## config.mk

```make
export PLATFORM = sky130hd
export DESIGN_NAME = double_ended_queue_core
export DESIGN_NICKNAME = d
export VERILOG_FILES = /design/src/deq_pkg.sv /design/src/deq_mem.sv /design/src/deq_ptr.sv /design/src/double_ended_queue_core.sv
export SDC_FILE = /design/constraint.sdc
export NUM_CORES = 1
export LEC_CHECK = 0
export BUFFER_PORTS_ARGS = -buffer_cell sky130_fd_sc_hd__buf_2
export CAP_MARGIN = 20
export CELL_PAD_IN_SITES_DETAIL_PLACEMENT = 2
export CELL_PAD_IN_SITES_GLOBAL_PLACEMENT = 2
export CORE_ASPECT_RATIO = 0.5
export CORE_MARGIN = 4
export CORE_UTILIZATION = 48
export DETAILED_ROUTE_END_ITERATION = 16
export PLACE_DENSITY_LB_ADDON = 0.1
export SYNTH_ARGS = -nofsm -noshare
export SYNTH_HDL_FRONTEND = slang
export SYNTH_SLANG_ARGS = --single-unit
```

## constraint.sdc

```tcl
create_clock -name clk -period 5.5 [get_ports clk]
set_clock_uncertainty 0.05 [all_clocks]
set_input_delay 0 -clock clk [delete_from_list [all_inputs] [get_ports clk]]
set_output_delay 0 -clock clk [all_outputs]
set_load 0.01 [all_outputs]
```

## src/deq_pkg.sv

```systemverilog
// Shared types, command codes and constants of the double-ended queue.
package deq_pkg;

	localparam int unsigned DEPTH_DEF = 16;
	localparam int unsigned WORD_W = 32;
	localparam int unsigned CMD_W = 3;
	localparam int unsigned CNT_W = 5;

	typedef logic [WORD_W-1:0] word_t;
	typedef logic [CMD_W-1:0] cmd_t;
	typedef logic [CNT_W-1:0] cnt_t;

	localparam cmd_t CMD_INS_REAR = 3'd0;
	localparam cmd_t CMD_INS_FRONT = 3'd1;
	localparam cmd_t CMD_DEL_REAR = 3'd2;
	localparam cmd_t CMD_DEL_FRONT = 3'd3;

	localparam word_t EMPTY_WORD = '1;

endpackage

```

## src/deq_mem.sv

```systemverilog
// Entry store: one write port and two registered read ports.
module deq_mem #(
	parameter int unsigned DEPTH = deq_pkg::DEPTH_DEF,
	parameter int unsigned AW = $clog2(DEPTH)
) (
	input  logic clk,
	input  logic wr_en,
	input  logic [AW-1:0] wr_addr,
	input  deq_pkg::word_t wr_data,
	input  logic rd_en,
	input  logic [AW-1:0] rd_front_addr,
	input  logic [AW-1:0] rd_rear_addr,
	output deq_pkg::word_t rd_front_data,
	output deq_pkg::word_t rd_rear_data
);
	import deq_pkg::*;

	word_t mem_q [DEPTH];
	word_t rd_front_q;
	word_t rd_rear_q;

	always_ff @(posedge clk) begin
		if (wr_en) begin
			mem_q[wr_addr] <= wr_data;
		end
		if (rd_en) begin
			rd_front_q <= mem_q[rd_front_addr];
			rd_rear_q <= mem_q[rd_rear_addr];
		end
	end

	assign rd_front_data = rd_front_q;
	assign rd_rear_data = rd_rear_q;

endmodule

```

## src/deq_ptr.sv

```systemverilog
// Head, tail and occupancy registers with the command decode.
module deq_ptr #(
	parameter int unsigned DEPTH = deq_pkg::DEPTH_DEF,
	parameter int unsigned AW = $clog2(DEPTH),
	parameter int unsigned CW = $clog2(DEPTH + 1)
) (
	input  logic clk,
	input  logic arst_n,
	input  logic accept,
	input  deq_pkg::cmd_t command,
	output logic wr_en,
	output logic [AW-1:0] wr_addr,
	output logic [AW-1:0] rd_front_addr,
	output logic [AW-1:0] rd_rear_addr,
	output logic [CW-1:0] count,
	output logic overflow
);
	import deq_pkg::*;

	localparam logic [AW-1:0] LAST = AW'(DEPTH - 1);

	logic [AW-1:0] head_q, tail_q, head_d, tail_d;
	logic [AW-1:0] head_prev, head_next, tail_prev, tail_next;
	logic [CW-1:0] cnt_q, cnt_d;
	logic ovf_q, ovf_d, full, empty, write_d;

	assign full = (cnt_q == CW'(DEPTH));
	assign empty = (cnt_q == '0);
	assign head_prev = (head_q == '0) ? LAST : head_q - 1'b1;
	assign head_next = (head_q == LAST) ? '0 : head_q + 1'b1;
	assign tail_prev = (tail_q == '0) ? LAST : tail_q - 1'b1;
	assign tail_next = (tail_q == LAST) ? '0 : tail_q + 1'b1;

	always_comb begin
		head_d = head_q;
		tail_d = tail_q;
		cnt_d = cnt_q;
		ovf_d = 1'b0;
		write_d = 1'b0;
		wr_addr = tail_q;
		case (command)
			CMD_INS_REAR: begin
				if (full) begin
					ovf_d = 1'b1;
				end else begin
					write_d = 1'b1;
					tail_d = tail_next;
					cnt_d = cnt_q + 1'b1;
				end
			end
			CMD_INS_FRONT: begin
				wr_addr = head_prev;
				if (full) begin
					ovf_d = 1'b1;
				end else begin
					write_d = 1'b1;
					head_d = head_prev;
					cnt_d = cnt_q + 1'b1;
				end
			end
			CMD_DEL_REAR: begin
				if (!empty) begin
					tail_d = tail_prev;
					cnt_d = cnt_q - 1'b1;
				end
			end
			CMD_DEL_FRONT: begin
				if (!empty) begin
					head_d = head_next;
					cnt_d = cnt_q - 1'b1;
				end
			end
			default: begin
			end
		endcase
	end

	always_ff @(posedge clk or negedge arst_n) begin
		if (!arst_n) begin
			head_q <= '0;
			tail_q <= '0;
			cnt_q <= '0;
			ovf_q <= 1'b0;
		end else if (accept) begin
			head_q <= head_d;
			tail_q <= tail_d;
			cnt_q <= cnt_d;
			ovf_q <= ovf_d;
		end
	end

	assign wr_en = accept & write_d;
	assign rd_front_addr = head_q;
	assign rd_rear_addr = tail_prev;
	assign count = cnt_q;
	assign overflow = ovf_q;

endmodule

```

## src/double_ended_queue_core.sv

```systemverilog
// Top level of the double-ended queue over a circular entry store.
// An accepted request updates the pointers and sets busy; no new request is taken while busy.
// Busy then enables the registered read of the store and raises out_valid with its data.
// A new request is taken in the cycle the pending result is taken.
// Reset clears the pointers, the count and the handshake state; the store is not cleared.
module double_ended_queue_core #(
	parameter int unsigned DEPTH = deq_pkg::DEPTH_DEF
) (
	input  logic clk,
	input  logic arst_n,
	input  logic in_valid,
	output logic in_ready,
	input  deq_pkg::cmd_t command,
	input  logic signed [deq_pkg::WORD_W-1:0] value,
	output logic out_valid,
	input  logic out_ready,
	output logic signed [deq_pkg::WORD_W-1:0] front_value,
	output logic signed [deq_pkg::WORD_W-1:0] rear_value,
	output logic is_empty,
	output deq_pkg::cnt_t entry_count,
	output logic overflow
);
	import deq_pkg::*;

	localparam int unsigned AW = $clog2(DEPTH);
	localparam int unsigned CW = $clog2(DEPTH + 1);

	logic busy_q, out_valid_q, accept, wr_en, ovf;
	logic [AW-1:0] wr_addr, rd_front_addr, rd_rear_addr;
	logic [CW-1:0] count;
	logic [CW+CNT_W-1:0] count_ext;
	word_t rd_front_data, rd_rear_data;

	assign in_ready = !busy_q && (!out_valid_q || out_ready);
	assign accept = in_valid && in_ready;

	deq_ptr #(.DEPTH(DEPTH), .AW(AW), .CW(CW)) u_ptr (
		.clk(clk),
		.arst_n(arst_n),
		.accept(accept),
		.command(command),
		.wr_en(wr_en),
		.wr_addr(wr_addr),
		.rd_front_addr(rd_front_addr),
		.rd_rear_addr(rd_rear_addr),
		.count(count),
		.overflow(ovf)
	);

	deq_mem #(.DEPTH(DEPTH), .AW(AW)) u_mem (
		.clk(clk),
		.wr_en(wr_en),
		.wr_addr(wr_addr),
		.wr_data(word_t'(value)),
		.rd_en(busy_q),
		.rd_front_addr(rd_front_addr),
		.rd_rear_addr(rd_rear_addr),
		.rd_front_data(rd_front_data),
		.rd_rear_data(rd_rear_data)
	);

	always_ff @(posedge clk or negedge arst_n) begin
		if (!arst_n) begin
			busy_q <= 1'b0;
			out_valid_q <= 1'b0;
		end else begin
			busy_q <= accept;
			if (busy_q) begin
				out_valid_q <= 1'b1;
			end else if (out_ready) begin
				out_valid_q <= 1'b0;
			end
		end
	end

	assign count_ext = {{CNT_W{1'b0}}, count};
	assign is_empty = (count == '0);
	assign entry_count = count_ext[CNT_W-1:0];
	assign overflow = ovf;
	assign front_value = is_empty ? EMPTY_WORD : rd_front_data;
	assign rear_value = is_empty ? EMPTY_WORD : rd_rear_data;
	assign out_valid = out_valid_q;

endmodule

```

; Yosys cells after proc, flatten, opt, wreduce, memory -nomap -nowiden
; Memory sizes are Yosys's and may differ from the RTL's. A register that Yosys moved wholly into a read port is not among the register bits.
; Index checks and enable logic that the tools add are counted.
; W data, S select, Z words.
[word_totals]
in_bits = 39
n_memories = 1
ramBits = 512
wordCells = 68
out_inout_bits = 73
ff_bits = 16
[classes]
n_addsub = 6
mux = 24
n_reduce_logical = 18
bitwise = 1
eq_ne = 12
[mem_list]
columns = name, words, width, rd, rd_clocked_by_memory_dff, write_ports, line_no
row1 = u_mem.mem_q, 16, 32, 2, 2, 1, deq_mem.sv:18  ; word_t mem_q [DEPTH];
[ops]
columns = cell, n
row1 = $mux W32, 2
row2 = $mux W4, 9
row3 = $pmux W4 S2, 2
row4 = $ne A2 B2 Y1 const B, 6
row5 = $reduce_and A4 Y1, 3
row6 = $mux W5, 2
row7 = $pmux W5 S2, 1
row8 = $add A4 B1 Y4 const B, 2
row9 = $eq A4 B4 Y1 const B, 2
row10 = $logic_not A4 Y1, 2
row11 = $mux W1, 8
row12 = $reduce_bool A2 Y1, 4
row13 = $sub A4 B1 Y4 const B, 2
row14 = $eq A3 B2 Y1 const B, 2
row15 = $add A5 B1 Y5 const B, 1
row16 = $eq A5 B5 Y1 const B, 1
row17 = $logic_not A5 Y1, 1
row18 = $sub A5 B1 Y5 const B, 1
row19 = $reduce_or A2 Y1, 2
row20 = $eq A3 B1 Y1 const B, 1
row21 = $logic_not A3 Y1, 1
row22 = $logic_and A1 B1 Y1, 2
row23 = $logic_not A1 Y1, 2
row24 = $and A1 B1 Y1, 1
row25 = $logic_or A1 B1 Y1, 1

; Longest topological paths before layout
[depth]
word_depth = 7
ltp_mapped = 12
ltp_nobuf = 8

; Hierarchy
; Synthesis repeated with hierarchy kept, for this count alone.
[unflattened]
hier_cells = 1360
area_unflattened_um2 = 26824.5
[by_module_without_submodules]
columns = mod, seq_area_each_um2, cells_per_inst, instances, area_per_inst_um2
row1 = deq_mem, 17296.6, 1141, 1, 24827.6
row2 = deq_ptr, 350.3, 132, 1, 1132.3
row3 = double_ended_queue_core, 50.0, 87, 1, 864.6

; Worst setup path before layout
; OpenSTA, ideal clock, no wires.
[synth_path]
kind = register to register
from = reg busy_q
to = mem u_mem.mem_q[10][0] (netlist name) (enable)
arrival_ps = 3577
required_time_ps = 5029
n_path_buf = 0
setup_ps = 421
setup_slack_ps = 1452
period_less_slack_ps = 4048
stages_incl_launch_ff = 6
path_cell_list = dfrtp_1 > nand2b_1 > nor2_1 > nand3_1 > or3_1 > nor2_1
[synth_between]
elab_chain_len = 6
[synth_rtl]
columns = item, line_no
row1 = "start, declared", double_ended_queue_core.sv:28  ; logic busy_q, out_valid_q, accept, wr_en, ovf;
row2 = "start signal, assigned", double_ended_queue_core.sv:67  ; busy_q <= accept;
row3 = $logic_not A1 Y1, double_ended_queue_core.sv:34  ; assign in_ready = !busy_q && (!out_valid_q || out_ready);
row4 = $logic_and A1 B1 Y1, double_ended_queue_core.sv:34
row5 = $logic_and A1 B1 Y1, double_ended_queue_core.sv:35  ; assign accept = in_valid && in_ready;
row6 = via accept, double_ended_queue_core.sv:28
row7 = $and A1 B1 Y1, deq_ptr.sv:92  ; assign wr_en = accept & write_d;
row8 = $mux W1, deq_mem.sv:23  ; if (wr_en) begin
row9 = $mux W1 (not written as such), deq_mem.sv:24  ; mem_q[wr_addr] <= wr_data;
row10 = "end, declared", deq_mem.sv:18
; The timed path passes the listed nets, and every way through them passes these cells.

; Worst setup path in the final report
[layout_path]
from = reg u_ptr.tail_q[0]
to = reg u_mem.rd_rear_q[19], in the netlist u_mem.rd_rear_data[19], read port of u_mem.mem_q (data pin)
[layout_between]
elab_chain_len = 2
word_cells_on_any_way = 3
classes_between = add/sub: 1 / mux: 1 / reduce/logical: 1
[layout_rtl]
columns = item, line_no
row1 = "start, declared", deq_ptr.sv:22  ; logic [AW-1:0] head_q, tail_q, head_d, tail_d;
row2 = "start signal, assigned", deq_ptr.sv:86  ; tail_q <= tail_d;
row3 = $sub A4 B1 Y4 / $logic_not A4 Y1 (equally long branches), deq_ptr.sv:31  ; assign tail_prev = (tail_q == '0) ? LAST : tail_q - 1'b1;
row4 = $mux W4 *, deq_ptr.sv:31
row5 = "end, declared", deq_mem.sv:20  ; word_t rd_rear_q;
; Every way passes the cells marked *; elsewhere a longest branch is shown, timed or not.
; A chain may end at the register's enable or synchronous reset.

==> summary.txt <==
Power and ir drop
  – P_leak: between 9 and 10 nW
  – Worst vdd ir: 0.380 mV
  – P per Cell Area: 554 mW/mm^2

CTS
  – Cts bufs inserted: 53
  – H-tree Lvls: 2
  – # hold bufs at CTS: 41
  – Post-CTS Setup Inserts: 0
  – Clock tree buffer depth: 3
  – Root Buffer: clkbuf_16
  – Cts repair resizes: 0
  – Clk sinks: 592
  – Clk slew on worst S/H paths: 0.07 ns
  – Worst skew pair latency: about 0.63 ns
  – TritonCTS clock tree: yes

Timing
  – Final TNS setup: 0 ns
  – Setup Viol. Count Final: 0
  – Final Max Slew Viols: 0
  – WHS: 0.281 ns
  – Max Freq: approximately 240 MHz
  – Fin crit period: between 4 and 5 ns
  – Max-slew headroom: 32.4%
  – Unrepaired setup endpoints after global routing: false
  – Fin crit share: 76.3%
  – Slew @ Worst Pin: 1.01 ns
  – Fin. Hold Viols: 0

Finish
  – Diodes inserted: 0
  – Final Net Count: 1632
  – Fill cells: 4585
  – FF+latch area: 0.0177 sq mm
  – Area Overhead vs Synth: 14.0%
  – Multi-input gate area: ~0.0086 sq mm
  – Final Non-Filler Cells: approximately 2400
  – Layout cells sized above 1: approximately a third

Floorplanning
  – Core area: 0.0544 sq mm
  – Die W: 342 microns
  – Cell row count: 60
  – Initial Utilization: 49.1%
  – DIE AREA: 0.0597 sq mm
  – Number of top-level pins: 112
  – DIE HEIGHT: 175 microns

Synth
  – Yosys warns: 0
  – Mux cell area share after synthesis: 19.2%
  – Main flop type after synthesis: edfxtp_1
  – Synth cell types: about 60
  – Largest family of logic cells by synthesized area: multiplexers
  – Fraction of the mapped netlist area in compound gates: between 7 and 8%
  – Mapped Cells: ~1400
  – Simple-gate share of the synthesized area: 3.97%
  – Synthesized area: 0.0267 sq mm
  – Post-synthesis async set-or-reset flop share: 2.70%
  – Avg Synthesized Cell Area: 18.5 sq um
  – Post-Synth Adder-Cell Area: 0.403%
  – Number of synthesized register bits: 592
  – XOR/XNOR Fraction of Synth Area: 0.394%
  – Register area share after synthesis: roughly two thirds
  – Net Count, Synth: 1488
  – Number of synthesized flops with an enable pin: 576

Global route
  – Tot GR Track Use: 30.3%
  – Grt total ovfl: 0
  – Global-route wire length before repair: 132 mm
  – Initial antenna violation count: 1
  – Maximum number of pins on one net before global-route repair: 78
  – Vias in the first global route: around 18000

Drt
  – DRC viols: 0
  – Final wirelength: 90.7 mm
  – Routed len/inst: 38.2 microns
  – Remaining antenna violation count: 0
  – Average vias per placed instance: 6.98
  – Via count: 16600
  – TritonRoute pass-1 iters: 5
  – DRT iter0 DRCs: around 2100

Setup path
  – Critical-path maximum fanout: 37
  – Crit path capture type: flop
  – Worst EP required: 5.92 ns
  – Crit path launch type: flop
  – Arrival time at the worst endpoint: between 4 and 5 ns
  – Crit Path Class: reg -> reg

Placed design
  – Dpl cells: 2229
  – Placer congestion estimate: approximately 0.79
  – Port Buf Inserts: 111
  – Dpl hpwl: 50.7 mm

Run
  – Max-cap violations: 0

Min path
  – Hold Path Class: in -> reg

Status
  – Outcome: finished, final reports clean
flip-flops by register name, indices dropped and copies added, names as in the netlist:
signal	flops
u_mem.mem_q	512
u_mem.rd_front_data	32
u_mem.rd_rear_data	32
u_ptr.count	5
u_ptr.rd_front_addr	4
u_ptr.tail_q	4
busy_q	1
out_valid	1
u_ptr.overflow	1
layer usage:
layer	share of wire, %	global-route usage, %
met5	0	0
met2	49	50.3
met1	40	41.8
met3	8.4	5.60
met4	2.7	8.06
synth_stat cells, types with 6 or more instances:
master	n	area (sq um)
a211o_1	7	61.3
a211oi_1	8	60.1
a21boi_0	6	45.0
a21oi_1	19	95.1
a22o_1	90	788
a22oi_1	38	285
a31oi_1	11	68.8
buf_1	12	45.0
buf_2	28	140
clkbuf_1	59	221
dfrtp_1	16	400
edfxtp_1	576	17300
ha_1	7	87.6
inv_1	11	41.3
mux2i_1	8	80.1
mux4_2	222	5000
nand2_1	32	120
nand3_1	30	150
nor2_1	31	116
nor2b_1	13	81.3
o21ai_0	62	310
or2_2	61	382
xnor2_1	10	87.6
cell type report:
type,instances,area share [%]
Clock buffer,65,4.58
Sequential cell,592,58.2
Tap cell,744,3.06
Timing Repair Buffer,198,4.69
Clock inverter,33,1.04
Inverter,13,0.164
Multi-Input combinational cell,727,28.3
cell families after synthesis:
family,count (synthesis)
mux,235
buf+inv,122
xor+xnor,12
flops,592
fa+ha+maj,8
compound gates,275
simple gates,197
cells in the final DEF (no fill, tap or decap), drive strengths merged, types with 7 or more instances in the layout:
| cell | synthesis | routed |
|---|---|---|
| a211o | 7 | 7 |
| a211oi | 8 | 8 |
| a21oi | 20 | 20 |
| a22o | 90 | 90 |
| a22oi | 38 | 38 |
| a31oi | 11 | 11 |
| buf | 50 | 157 |
| clkbuf | 59 | 65 |
| clkinv | 1 | 26 |
| dfrtp | 16 | 16 |
| dlygate4sd3 | 0 | 41 |
| edfxtp | 576 | 576 |
| ha | 7 | 7 |
| inv | 12 | 11 |
| mux2i | 8 | 8 |
| mux4 | 222 | 222 |
| nand2 | 33 | 33 |
| nand3 | 30 | 30 |
| nor2 | 31 | 31 |
| nor2b | 13 | 13 |
| o21ai | 64 | 64 |
| or2 | 65 | 65 |
| xnor2 | 10 | 10 |
stage by stage:
stage          total power [mW]  area, sq um  setup WS [ns]  utilization [%]
2_1_floorplan              10.5        26700           1.45                -
4_1_cts                    16.8        30400           1.37             55.8
3_5_place_dp               12.9        28200           1.47             51.9
5_1_grt                    17.5        30400           1.22             56.0
6_report                   16.8        30400           1.31             56.0
3_3_place_gp               12.6        28200           1.60             51.9
report_power, final:
part | total [mW] | internal, mW | switching (mW)
Clock | 3.84 | 2.08 | 1.75
Combinational | 7.27 | 3.05 | 4.22
Sequential | 5.74 | 5.44 | 0.296
Total | 16.8 | 10.6 | 6.27
worst max-delay path, stage by stage (launching register included):
cell	delay (ns)
dfrtp_2	0.38
clkinv_1	0.22
ha_1	0.74
clkinv_2	0.79
nor3_2	0.53
buf_4	0.60
a22oi_1	0.24
a21boi_0	0.31
a211o_1	0.16
final timing paths:
path                                 start                      to  slack [ns]  cells past startpoint
max                        u_ptr.tail_q[0]  u_mem.rd_rear_data[19]        1.31                      8
min                               value[5]       u_mem.mem_q[1][5]        0.28                      2
max reg2reg                u_ptr.tail_q[0]  u_mem.rd_rear_data[19]        1.31                      8
min reg2reg                 u_ptr.overflow          u_ptr.overflow        0.50                      2
max in group asynchronous           arst_n  u_ptr.rd_front_addr[0]        4.24                      3
min in group asynchronous           arst_n         u_ptr.tail_q[3]        0.53                      3
No activity file was read; power rests on OpenSTA's default activity.
